**src/rtl/core/ptl_pkg.sv**
```systemverilog
// ----------------------------------------------------------------------------
// ptl_pkg
// types, codes and constants shared by the profile_tier_level parser files
// ----------------------------------------------------------------------------
package ptl_pkg;

	localparam int MAX_SUB_LAYERS_DEF = 8;

	localparam int CFG_IDX_W  = 1;
	localparam int CFG_DATA_W = 3;

	localparam logic [CFG_IDX_W-1:0] CFG_PROFILE_PRESENT = 1'd0;
	localparam logic [CFG_IDX_W-1:0] CFG_MAX_SUB_LAYERS  = 1'd1;

	typedef enum logic [4:0] {
		PH_SPACE     = 5'd0,
		PH_TIER      = 5'd1,
		PH_IDC       = 5'd2,
		PH_COMPAT    = 5'd3,
		PH_CONSTR    = 5'd4,
		PH_RESV      = 5'd5,
		PH_INBLD     = 5'd6,
		PH_LEVEL     = 5'd7,
		PH_SLPF      = 5'd8,
		PH_SLLF      = 5'd9,
		PH_PAD       = 5'd10,
		PH_SL_SPACE  = 5'd11,
		PH_SL_TIER   = 5'd12,
		PH_SL_IDC    = 5'd13,
		PH_SL_COMPAT = 5'd14,
		PH_SL_CONSTR = 5'd15,
		PH_SL_RESV   = 5'd16,
		PH_SL_INBLD  = 5'd17,
		PH_SL_LEVEL  = 5'd18,
		PH_FINISHED  = 5'd19
	} phase_t;

	typedef enum logic [3:0] {
		EC_SPACE   = 4'd0,
		EC_TIER    = 4'd1,
		EC_IDC     = 4'd2,
		EC_COMPAT  = 4'd3,
		EC_CONSTR  = 4'd4,
		EC_INBLD   = 4'd5,
		EC_LEVEL   = 4'd6,
		EC_SL_PROF = 4'd7,
		EC_SL_LVL  = 4'd8,
		EC_DONE    = 4'd9,
		EC_TRUNC   = 4'd10
	} elem_code_t;

	typedef enum logic [1:0] {
		ST_IDLE,
		ST_BIT,
		ST_FIN,
		ST_END
	} ctrl_state_t;

	typedef enum logic [1:0] {
		RS_ELEM,
		RS_DONE,
		RS_TRUNC
	} res_sel_t;

	typedef struct packed {
		logic [7:0] byte_in;
		logic       last_byte;
	} in_item_t;

	typedef struct packed {
		elem_code_t  elem_code;
		logic [2:0]  layer;
		logic [31:0] value;
		logic [4:0]  effective_profile;
		logic        last;
	} out_item_t;

	typedef struct packed {
		logic load_byte;
		logic step;
		logic rearm;
	} dp_cmd_t;

	typedef struct packed {
		logic emit;
		logic finish;
		logic finished;
		logic last;
	} dp_status_t;

	typedef struct packed {
		logic     load;
		res_sel_t sel;
	} out_cmd_t;

endpackage

```
**src/rtl/core/ptl_dp.sv**
```systemverilog
// ----------------------------------------------------------------------------
// ptl_dp
// parser datapath: config registers, byte shifter, syntax phase, field
// accumulator, sub-layer flags and running effective profile
// ----------------------------------------------------------------------------
module ptl_dp #(
	parameter int MAX_SUB_LAYERS = ptl_pkg::MAX_SUB_LAYERS_DEF
) (
	input  logic                           clk,
	input  logic                           arst_n,
	input  ptl_pkg::in_item_t              in_data,
	input  logic                           cfg_we,
	input  logic [ptl_pkg::CFG_IDX_W-1:0]  cfg_index,
	input  logic [ptl_pkg::CFG_DATA_W-1:0] cfg_wdata,
	input  ptl_pkg::dp_cmd_t               cmd,
	output ptl_pkg::dp_status_t            status,
	output ptl_pkg::out_item_t             elem,
	output logic [4:0]                     eff_prof
);
	import ptl_pkg::*;

	localparam int         FW       = MAX_SUB_LAYERS;
	localparam logic [5:0] PAD_BASE = 6'(2 * MAX_SUB_LAYERS);
	localparam logic [2:0] N_MAX    = 3'(MAX_SUB_LAYERS - 1);

	logic          prof_present_q;
	logic [2:0]    msl_q;
	logic [7:0]    byte_q;
	logic          last_q;
	phase_t        phase_q;
	logic [5:0]    bcnt_q;
	logic [31:0]   accum_q;
	logic [2:0]    idx_q;
	logic [FW-1:0] sl_prof_q;
	logic [FW-1:0] sl_lvl_q;
	logic [4:0]    eff_q;

	logic [2:0]    n;
	logic          bit_v;
	logic          active;
	logic          complete;
	logic          has_code;
	logic          finish_v;
	phase_t        ph;
	elem_code_t    code;
	logic [31:0]   acc;
	logic [5:0]    cnt;
	logic [5:0]    len;
	logic [2:0]    layer;
	logic [3:0]    idx_inc;
	logic [FW-1:0] idx_bit;
	logic [3:0]    adv_start;
	logic          adv_found;
	logic [2:0]    adv_idx;
	logic          adv_prof;

	phase_t        phase_n;
	logic [5:0]    bcnt_n;
	logic [31:0]   accum_n;
	logic [2:0]    idx_n;
	logic [FW-1:0] sl_prof_n;
	logic [FW-1:0] sl_lvl_n;
	logic [4:0]    eff_n;

	always_comb begin
		n        = (msl_q > N_MAX) ? N_MAX : msl_q;
		bit_v    = byte_q[7];
		ph       = (phase_q == PH_SPACE && bcnt_q == 6'd0 && !prof_present_q) ?
			PH_LEVEL : phase_q;
		active   = (phase_q != PH_FINISHED);
		acc      = {accum_q[30:0], bit_v};
		cnt      = bcnt_q + 6'd1;
		idx_inc  = {1'b0, idx_q} + 4'd1;
		idx_bit  = FW'(1) << idx_q;
		has_code = 1'b1;
		code     = EC_SPACE;
		len      = 6'd1;
		case (ph)
			PH_SPACE, PH_SL_SPACE: begin
				len  = 6'd2;
				code = EC_SPACE;
			end
			PH_TIER, PH_SL_TIER:     code = EC_TIER;
			PH_IDC, PH_SL_IDC: begin
				len  = 6'd5;
				code = EC_IDC;
			end
			PH_COMPAT, PH_SL_COMPAT: begin
				len  = 6'd32;
				code = EC_COMPAT;
			end
			PH_CONSTR, PH_SL_CONSTR: begin
				len  = 6'd14;
				code = EC_CONSTR;
			end
			PH_RESV, PH_SL_RESV: begin
				len      = 6'd33;
				has_code = 1'b0;
			end
			PH_INBLD, PH_SL_INBLD:   code = EC_INBLD;
			PH_LEVEL, PH_SL_LEVEL: begin
				len  = 6'd8;
				code = EC_LEVEL;
			end
			PH_SLPF:                 code = EC_SL_PROF;
			PH_SLLF:                 code = EC_SL_LVL;
			PH_PAD: begin
				len      = PAD_BASE - {2'b00, n, 1'b0};
				has_code = 1'b0;
			end
			default:                 has_code = 1'b0;
		endcase
		complete = active && (cnt >= len);
		layer    = (ph >= PH_SLPF && ph != PH_PAD) ? idx_inc[2:0] : 3'd0;

		// lowest pending sub-layer at or after the start point
		adv_start = (ph == PH_PAD) ? 4'd0 : idx_inc;
		adv_found = 1'b0;
		adv_idx   = 3'd0;
		adv_prof  = 1'b0;
		for (int i = MAX_SUB_LAYERS - 2; i >= 0; i--) begin
			if (4'(i) >= adv_start && 3'(i) < n && (sl_prof_q[i] || sl_lvl_q[i])) begin
				adv_found = 1'b1;
				adv_idx   = 3'(i);
				adv_prof  = sl_prof_q[i];
			end
		end

		phase_n   = phase_q;
		bcnt_n    = bcnt_q;
		accum_n   = accum_q;
		idx_n     = idx_q;
		sl_prof_n = sl_prof_q;
		sl_lvl_n  = sl_lvl_q;
		eff_n     = eff_q;
		finish_v  = 1'b0;
		if (active) begin
			phase_n = ph;
			bcnt_n  = cnt;
			accum_n = acc;
			// compat flags arrive in ascending order, the last set one wins
			if (ph == PH_COMPAT && bit_v && bcnt_q[4:0] > eff_q)
				eff_n = bcnt_q[4:0];
			if (complete) begin
				bcnt_n  = 6'd0;
				accum_n = 32'd0;
				case (ph)
					PH_IDC: begin
						eff_n   = acc[4:0];
						phase_n = PH_COMPAT;
					end
					PH_LEVEL: begin
						if (n != 3'd0) begin
							idx_n   = 3'd0;
							phase_n = PH_SLPF;
						end else begin
							finish_v = 1'b1;
						end
					end
					PH_SLPF: begin
						if (acc[0])
							sl_prof_n = sl_prof_q | idx_bit;
						phase_n = PH_SLLF;
					end
					PH_SLLF: begin
						if (acc[0])
							sl_lvl_n = sl_lvl_q | idx_bit;
						if (idx_inc < {1'b0, n}) begin
							idx_n   = idx_inc[2:0];
							phase_n = PH_SLPF;
						end else begin
							phase_n = PH_PAD;
						end
					end
					PH_PAD, PH_SL_LEVEL, PH_SL_INBLD: begin
						if (ph == PH_SL_INBLD && (sl_lvl_q & idx_bit) != '0) begin
							phase_n = PH_SL_LEVEL;
						end else if (adv_found) begin
							idx_n   = adv_idx;
							phase_n = adv_prof ? PH_SL_SPACE : PH_SL_LEVEL;
						end else begin
							finish_v = 1'b1;
						end
					end
					default:  phase_n = phase_t'(ph + 5'd1);
				endcase
				if (finish_v)
					phase_n = PH_FINISHED;
			end
		end

		status.emit     = complete && has_code;
		status.finish   = finish_v;
		status.finished = !active;
		status.last     = last_q;

		elem.elem_code         = code;
		elem.layer             = layer;
		elem.value             = acc;
		elem.effective_profile = 5'd0;
		elem.last              = 1'b0;

		eff_prof = prof_present_q ? eff_q : 5'd0;
	end

	always_ff @(posedge clk or negedge arst_n) begin
		if (!arst_n) begin
			prof_present_q <= 1'b1;
			msl_q          <= 3'd0;
		end else if (cfg_we) begin
			case (cfg_index)
				CFG_PROFILE_PRESENT: prof_present_q <= cfg_wdata[0];
				CFG_MAX_SUB_LAYERS:  msl_q          <= cfg_wdata;
				default:             ;
			endcase
		end
	end

	always_ff @(posedge clk) begin
		if (cmd.load_byte)
			byte_q <= in_data.byte_in;
		else if (cmd.step)
			byte_q <= {byte_q[6:0], 1'b0};
	end

	always_ff @(posedge clk or negedge arst_n) begin
		if (!arst_n) begin
			last_q    <= 1'b0;
			phase_q   <= PH_SPACE;
			bcnt_q    <= 6'd0;
			accum_q   <= 32'd0;
			idx_q     <= 3'd0;
			sl_prof_q <= '0;
			sl_lvl_q  <= '0;
			eff_q     <= 5'd0;
		end else begin
			if (cmd.load_byte)
				last_q <= in_data.last_byte;
			if (cmd.rearm) begin
				phase_q   <= PH_SPACE;
				bcnt_q    <= 6'd0;
				accum_q   <= 32'd0;
				idx_q     <= 3'd0;
				sl_prof_q <= '0;
				sl_lvl_q  <= '0;
				eff_q     <= 5'd0;
			end else if (cmd.step) begin
				phase_q   <= phase_n;
				bcnt_q    <= bcnt_n;
				accum_q   <= accum_n;
				idx_q     <= idx_n;
				sl_prof_q <= sl_prof_n;
				sl_lvl_q  <= sl_lvl_n;
				eff_q     <= eff_n;
			end
		end
	end

endmodule

```
**src/rtl/core/ptl_out.sv**
```systemverilog
// ----------------------------------------------------------------------------
// ptl_out
// output register: holds one result until the downstream side takes it
// ----------------------------------------------------------------------------
module ptl_out (
	input  logic               clk,
	input  logic               arst_n,
	input  ptl_pkg::out_cmd_t  cmd,
	input  ptl_pkg::out_item_t elem,
	input  logic [4:0]         eff_prof,
	output logic               free,
	output logic               out_valid,
	input  logic               out_ready,
	output ptl_pkg::out_item_t out_data
);
	import ptl_pkg::*;

	logic      valid_q;
	out_item_t data_q;
	out_item_t d;

	always_comb begin
		case (cmd.sel)
			RS_ELEM:  d = elem;
			RS_DONE:  d = '{elem_code: EC_DONE, layer: 3'd0, value: 32'd0,
				effective_profile: eff_prof, last: 1'b1};
			RS_TRUNC: d = '{elem_code: EC_TRUNC, layer: 3'd0, value: 32'd0,
				effective_profile: 5'd0, last: 1'b1};
			default:  d = elem;
		endcase
		free = !valid_q || out_ready;
	end

	always_ff @(posedge clk or negedge arst_n) begin
		if (!arst_n)
			valid_q <= 1'b0;
		else if (cmd.load)
			valid_q <= 1'b1;
		else if (out_ready)
			valid_q <= 1'b0;
	end

	always_ff @(posedge clk) begin
		if (cmd.load)
			data_q <= d;
	end

	assign out_valid = valid_q;
	assign out_data  = data_q;

endmodule

```
**src/rtl/core/ptl_ctrl.sv**
```systemverilog
// ----------------------------------------------------------------------------
// ptl_ctrl
// sequencer: takes a byte, steps its bits until the eighth or until done,
// issues done and truncated results and rearms at end of buffer
// ----------------------------------------------------------------------------
module ptl_ctrl (
	input  logic                clk,
	input  logic                arst_n,
	input  logic                in_valid,
	output logic                in_ready,
	input  ptl_pkg::dp_status_t status,
	input  logic                out_free,
	output ptl_pkg::dp_cmd_t    dp_cmd,
	output ptl_pkg::out_cmd_t   out_cmd
);
	import ptl_pkg::*;

	ctrl_state_t state_q;
	ctrl_state_t state_n;
	logic [2:0]  bit_q;
	logic [2:0]  bit_n;

	always_ff @(posedge clk or negedge arst_n) begin
		if (!arst_n) begin
			state_q <= ST_IDLE;
			bit_q   <= 3'd0;
		end else begin
			state_q <= state_n;
			bit_q   <= bit_n;
		end
	end

	always_comb begin
		state_n      = state_q;
		bit_n        = bit_q;
		in_ready     = 1'b0;
		dp_cmd       = '0;
		out_cmd.load = 1'b0;
		out_cmd.sel  = RS_ELEM;
		case (state_q)
			ST_IDLE: begin
				in_ready = 1'b1;
				if (in_valid) begin
					dp_cmd.load_byte = 1'b1;
					bit_n            = 3'd0;
					state_n          = ST_BIT;
				end
			end
			ST_BIT: begin
				if (!(status.emit && !out_free)) begin
					dp_cmd.step  = 1'b1;
					out_cmd.load = status.emit;
					if (status.finish)
						state_n = ST_FIN;
					else if (bit_q == 3'd7)
						state_n = status.last ? ST_END : ST_IDLE;
					else
						bit_n = bit_q + 3'd1;
				end
			end
			ST_FIN: begin
				if (out_free) begin
					out_cmd.load = 1'b1;
					out_cmd.sel  = RS_DONE;
					state_n      = status.last ? ST_END : ST_IDLE;
				end
			end
			ST_END: begin
				if (status.finished) begin
					dp_cmd.rearm = 1'b1;
					state_n      = ST_IDLE;
				end else if (out_free) begin
					out_cmd.load = 1'b1;
					out_cmd.sel  = RS_TRUNC;
					dp_cmd.rearm = 1'b1;
					state_n      = ST_IDLE;
				end
			end
			default: state_n = ST_IDLE;
		endcase
	end

endmodule

```
**src/rtl/core/hevc_profile_tier_level_parser.sv**
```systemverilog
// ----------------------------------------------------------------------------
// hevc_profile_tier_level_parser
// profile_tier_level syntax parser, one request byte in, element results out
// ----------------------------------------------------------------------------
// timing: a result is offered the cycle after the bit step that completes it;
//   a taken byte is registered and its bits stepped in ST_BIT, each step held
//   while its result cannot enter the output register; no new byte is taken
//   until its steps end; once done is reached the remaining steps are skipped
//   and done is issued from ST_FIN; a byte marked last adds a rearm in ST_END
// reset: asynchronous, parser at start of structure, registers at defaults
module hevc_profile_tier_level_parser #(
	parameter int MAX_SUB_LAYERS = ptl_pkg::MAX_SUB_LAYERS_DEF
) (
	input  logic                           clk,
	input  logic                           arst_n,
	input  logic                           in_valid,
	output logic                           in_ready,
	input  ptl_pkg::in_item_t              in_data,
	output logic                           out_valid,
	input  logic                           out_ready,
	output ptl_pkg::out_item_t             out_data,
	input  logic                           cfg_we,
	input  logic [ptl_pkg::CFG_IDX_W-1:0]  cfg_index,
	input  logic [ptl_pkg::CFG_DATA_W-1:0] cfg_wdata
);
	import ptl_pkg::*;

	dp_cmd_t    dp_cmd;
	dp_status_t status;
	out_cmd_t   out_cmd;
	out_item_t  elem;
	logic [4:0] eff_prof;
	logic       out_free;

	ptl_ctrl u_ctrl (
		.clk      (clk),
		.arst_n   (arst_n),
		.in_valid (in_valid),
		.in_ready (in_ready),
		.status   (status),
		.out_free (out_free),
		.dp_cmd   (dp_cmd),
		.out_cmd  (out_cmd)
	);

	ptl_dp #(
		.MAX_SUB_LAYERS (MAX_SUB_LAYERS)
	) u_dp (
		.clk       (clk),
		.arst_n    (arst_n),
		.in_data   (in_data),
		.cfg_we    (cfg_we),
		.cfg_index (cfg_index),
		.cfg_wdata (cfg_wdata),
		.cmd       (dp_cmd),
		.status    (status),
		.elem      (elem),
		.eff_prof  (eff_prof)
	);

	ptl_out u_out (
		.clk       (clk),
		.arst_n    (arst_n),
		.cmd       (out_cmd),
		.elem      (elem),
		.eff_prof  (eff_prof),
		.free      (out_free),
		.out_valid (out_valid),
		.out_ready (out_ready),
		.out_data  (out_data)
	);

endmodule

```
**config.mk**
```make
export PLATFORM = sky130hd
export DESIGN_NAME = hevc_profile_tier_level_parser
export DESIGN_NICKNAME = d
export VERILOG_FILES = /design/src/rtl/core/ptl_pkg.sv /design/src/rtl/core/ptl_dp.sv /design/src/rtl/core/ptl_out.sv /design/src/rtl/core/ptl_ctrl.sv /design/src/rtl/core/hevc_profile_tier_level_parser.sv
export SDC_FILE = /design/constraint.sdc
export NUM_CORES = 1
export LEC_CHECK = 0
export BUFFER_PORTS_ARGS = -buffer_cell sky130_fd_sc_hd__buf_2
export CAP_MARGIN = 20
export CORE_AREA = 2 2 102 124
export CTS_CLUSTER_SIZE = 20
export DETAILED_ROUTE_END_ITERATION = 8
export DIE_AREA = 0 0 104 126
export PLACE_DENSITY_LB_ADDON = 0.2
export REMOVE_ABC_BUFFERS = 1
export SLEW_MARGIN = 20
export SYNTH_ARGS = -nofsm -noshare
export SYNTH_HDL_FRONTEND = slang
export SYNTH_SLANG_ARGS = --single-unit
```
**constraint.sdc**
```tcl
create_clock -name clk -period 8.75 [get_ports clk]
set_clock_uncertainty 0.05 [all_clocks]
set_input_delay 1.75 -clock clk [delete_from_list [all_inputs] [get_ports clk]]
set_output_delay 1.75 -clock clk [all_outputs]
set_load 0.02 [all_outputs]
```
==> run_results.csv <==
group,metric,value,unit
setup_path,path_max_fanout,49,
layout,nNetsFinal,794,
power_and_ir_drop,p_switching,1.65,mW
power_and_ir_drop,leakage,3.61,nW
synth,synth.mux.area_fraction,0.0194,
synth,netlist.area_leader.share,0.266,
synth,synthAdderAreaFrac,0.0551,
clock_network,clock_path_buffers,2,
route,drtAntennaViolNets,0,
power_and_ir_drop,cellPowerDensity,448,nW/um^2
synth,syn_area_per_cell,10.2,sq um
grt,grt_max_degree,77,
placement,portBuffers,64,
route,drt_first_pass_iters,7,
route,vias,5583,
hold_path,hold_path_startpoint,"u_dp.accum_q[28]",
power_and_ir_drop,max-vdd-ir-drop,0.000279,V
setup_path,worst_setup_path_end_kind,"flip-flop",
outcome,status,"finished clean",
route,drt_iter0_drc,405,
placement,dpl.cell_count,887,
grt,top_usage_layer,"met2",
sta,slew_headroom,0.311,
hold_path,hold_path_class,"reg -> reg",
layout,fillerInstances,908,
layout,stdcell_area,8010,sq um
synth,synth_top_family_by_area,"simple AND/OR/NAND/NOR gates",
layout,fin_util,0.674,
synth,synth_xor_area_frac,0.00622,
sta,setup_tns,0,ps
clock_network,cts_setup_buffers,0,
sta,max_freq,155,MHz
grt,grt_pass1_wl,28100,um
layout,drive_above_1_share,0.164,
synth,yosysSeqAreaShare,0.496,
synth,synth-simple-area-share,0.197,
sta,rsz0062_at_grt,"no",
grt,track_usage,0.270,
grt,antenna_found_initial,0,
grt,grt_pass1_vias,5693,
synth,synth_edf_count,53,
power_and_ir_drop,sequentialPowerShare,0.310,
sta,worstMarginPinSlew,1030,ps
setup_path,worstPathRequired,9020,ps
clock_network,clkLatencyLatePin,420,ps
clock_network,cts_tree,"built",
setup_path,critPathArrivalTime,6730,ps
layout,area_growth,13.8,%
clock_network,cts_buffers,17,
power_and_ir_drop,p_clk_frac,0.185,
setup_path,endpoint,"u_dp.phase_q[3]",
route,wl_per_cell,18.4,um
setup_path,reg2reg_slack,2290,ps
setup_path,startpoint,"u_dp.bcnt_q[0]",
synth,syn_area,7040,sq um
synth,synth_seq_cells,129,
synth,netlist-cell-type-count,77,
floorplan,design.die.area,13100,sq um
grt,groute.layer.met1.usage,0.314,
power_and_ir_drop,comb_power_share,0.505,
route,vias_per_cell,6.08,
clock_network,postCtsHoldBufs,0,
placement,gp_congestion,0.944,
setup_path,r2r_start,"u_dp.bcnt_q[0]",
power_and_ir_drop,swShare,0.461,
power_and_ir_drop,power,3.59,mW
sta,slew_violations,0,
sta,setup_viol,0,
synth,synth-compound-area-share,0.189,
floorplan,start_util,0.592,
grt,grt_use_met2,0.474,
setup_path,critPathLaunchType,"flip-flop",
layout,num_antenna_cells,0,
synth,synthCells,691,
grt,gr-total-overflow,0,
placement,place_area,7450,sq um
floorplan,ios,65,
clock_network,clk_pin_slew_worst_paths,60,ps
floorplan,die_width,104,um
clock_network,root_buffer,"clkbuf_16",
synth,yosys-top-cells-area,"dfrtp_1 27%, edfxtp_1 23%, ha_1 5.5%",
synth,ys.flop_type,"dfrtp_1",
synth,ys_warn_count,0,
clock_network,cts_max_level,4,
synth,synthTopCellsByCount,"78 x nand2_1, 75 x dfrtp_1, 59 x nor2_1",
setup_path,ff2ff_path_depth,23,
floorplan,placementRows,44,
grt,gr-usage-met3,0.0512,
layout,layout.cells.non_filler,919,
sta,period_share,0.738,
synth,yosys.area.top_type,"dfrtp_1",
floorplan,die_h,126,um
run,max-cap-violations,0,
placement,dp_hpwl,11800,um
synth,synth.most_common_cell,"nand2_1",
sta,min_period,6460,ps
sta,hold_viol,0,
setup_path,path_class,"reg -> reg",
clock_network,cts.sinks,129,
clock_network,cts_resized,0,
setup_path,timing.rr.end,"u_dp.phase_q[3]",
power_and_ir_drop,p_int,1.93,mW
synth,async_reset_ff_frac,0.589,
route,drcViolationCount,0,
floorplan,coreArea,11900,sq um
route,drt-total-wl,16900,um
worst min path at each step:
stage	end	slack, ps	cells past startpoint
6_report	u_dp.accum_q[28]	450	2
5_1_grt	u_dp.eff_q[3]	480	1
4_1_cts	u_dp.accum_q[26]	460	2
3_5_place_dp	u_dp.accum_q[26]	450	2
3_3_place_gp	u_dp.accum_q[30]	430	1
2_1_floorplan	u_dp.sl_lvl_q[7]	410	2
power by group through the flow:
stage	Combinational, mW	Clock [mW]	Sequential (mW)
4_1_cts	1.81	0.672	1.11
6_report	1.81	0.662	1.11
3_3_place_gp	1.73	0	1.12
2_1_floorplan	1.12	0	1.24
5_1_grt	2.00	0.696	1.14
3_5_place_dp	1.79	0	1.12
per-stage QoR:
step                      hold slack, ps  setup slack (ps)
final                                451              2290
after global routing                 480              1780
after CTS                            458              2430
after detailed placement             445              2470
after global placement               431              2720
after floorplan                      413              2260
registers in the layout (all words and copies together) (netlist names):
register / count
u_dp.idx_q: 3
u_dp.prof_present_q: 1
u_dp.phase_q: 5
u_dp.last_q: 1
u_dp.bcnt_q: 6
u_dp.eff_q: 5
u_out.out_data: 45
u_dp.byte_q: 8
u_ctrl.state_q: 2
u_dp.msl_q: 3
u_dp.accum_q: 31
u_dp.sl_lvl_q: 8
u_out.out_valid: 1
u_ctrl.bit_q: 3
u_dp.sl_prof_q: 7
worst max-delay path: stages (launching register included):
cell,delay (ps)
dfrtp_1,440
inv_1,130
ha_1,150
or4b_4,480
or2_4,300
nor2_1,300
nor2_1,190
inv_1,120
ha_1,310
and3_1,190
ha_1,160
a221o_1,150
a21o_1,190
nor3_1,70
or3_1,380
ha_1,280
nand2b_1,90
a31oi_1,80
o221ai_1,390
nand2_1,330
o21a_4,350
nor2_4,810
o21ai_0,270
o31ai_1,130
layout make-up:
class	count	area (sq um)	share of cell area
timing repair buffer	68	369	0.0461
multi-input combinational	503	3290	0.411
clock buffer	19	443	0.0553
sequential	129	3490	0.436
tap	161	201	0.0251
inverter	26	97.6	0.0122
clock inverter	13	114	0.0142
per-layer routing:
layer	vias to the layer above	routed length, um
met3	55	622
met4	0	763
li1	2634	-
met1	2731	6880
met2	163	8600
met5	-	0
cells by family after synthesis:
family          after synthesis
simple gates                267
compound gates              187
flops                       129
buf+inv                      59
fa+ha+maj                    31
mux                          13
xor+xnor                      5
cells in the final DEF (no fill, tap or decap), types with 5 or more instances in the layout:
cell type and instances:
nand2_1 78, dfrtp_1 75, buf_2 63, nor2_1 58
edfxtp_1 53, a21oi_1 37, and2_1 36, ha_1 31
a22o_1 27, inv_1 25, o21ai_0 25, nand3_1 19
a31oi_1 19, clkbuf_16 17, nor3_1 14, a21o_1 11
nor2b_1 10, nand2b_1 9, o21ai_1 9, mux2i_1 8
or3_1 7, o31ai_1 6, o211ai_1 6, and3_1 5
o21a_1 5, mux2_2 5, clkinv_4 5
Note: power is estimated with default switching activity, not from simulation.
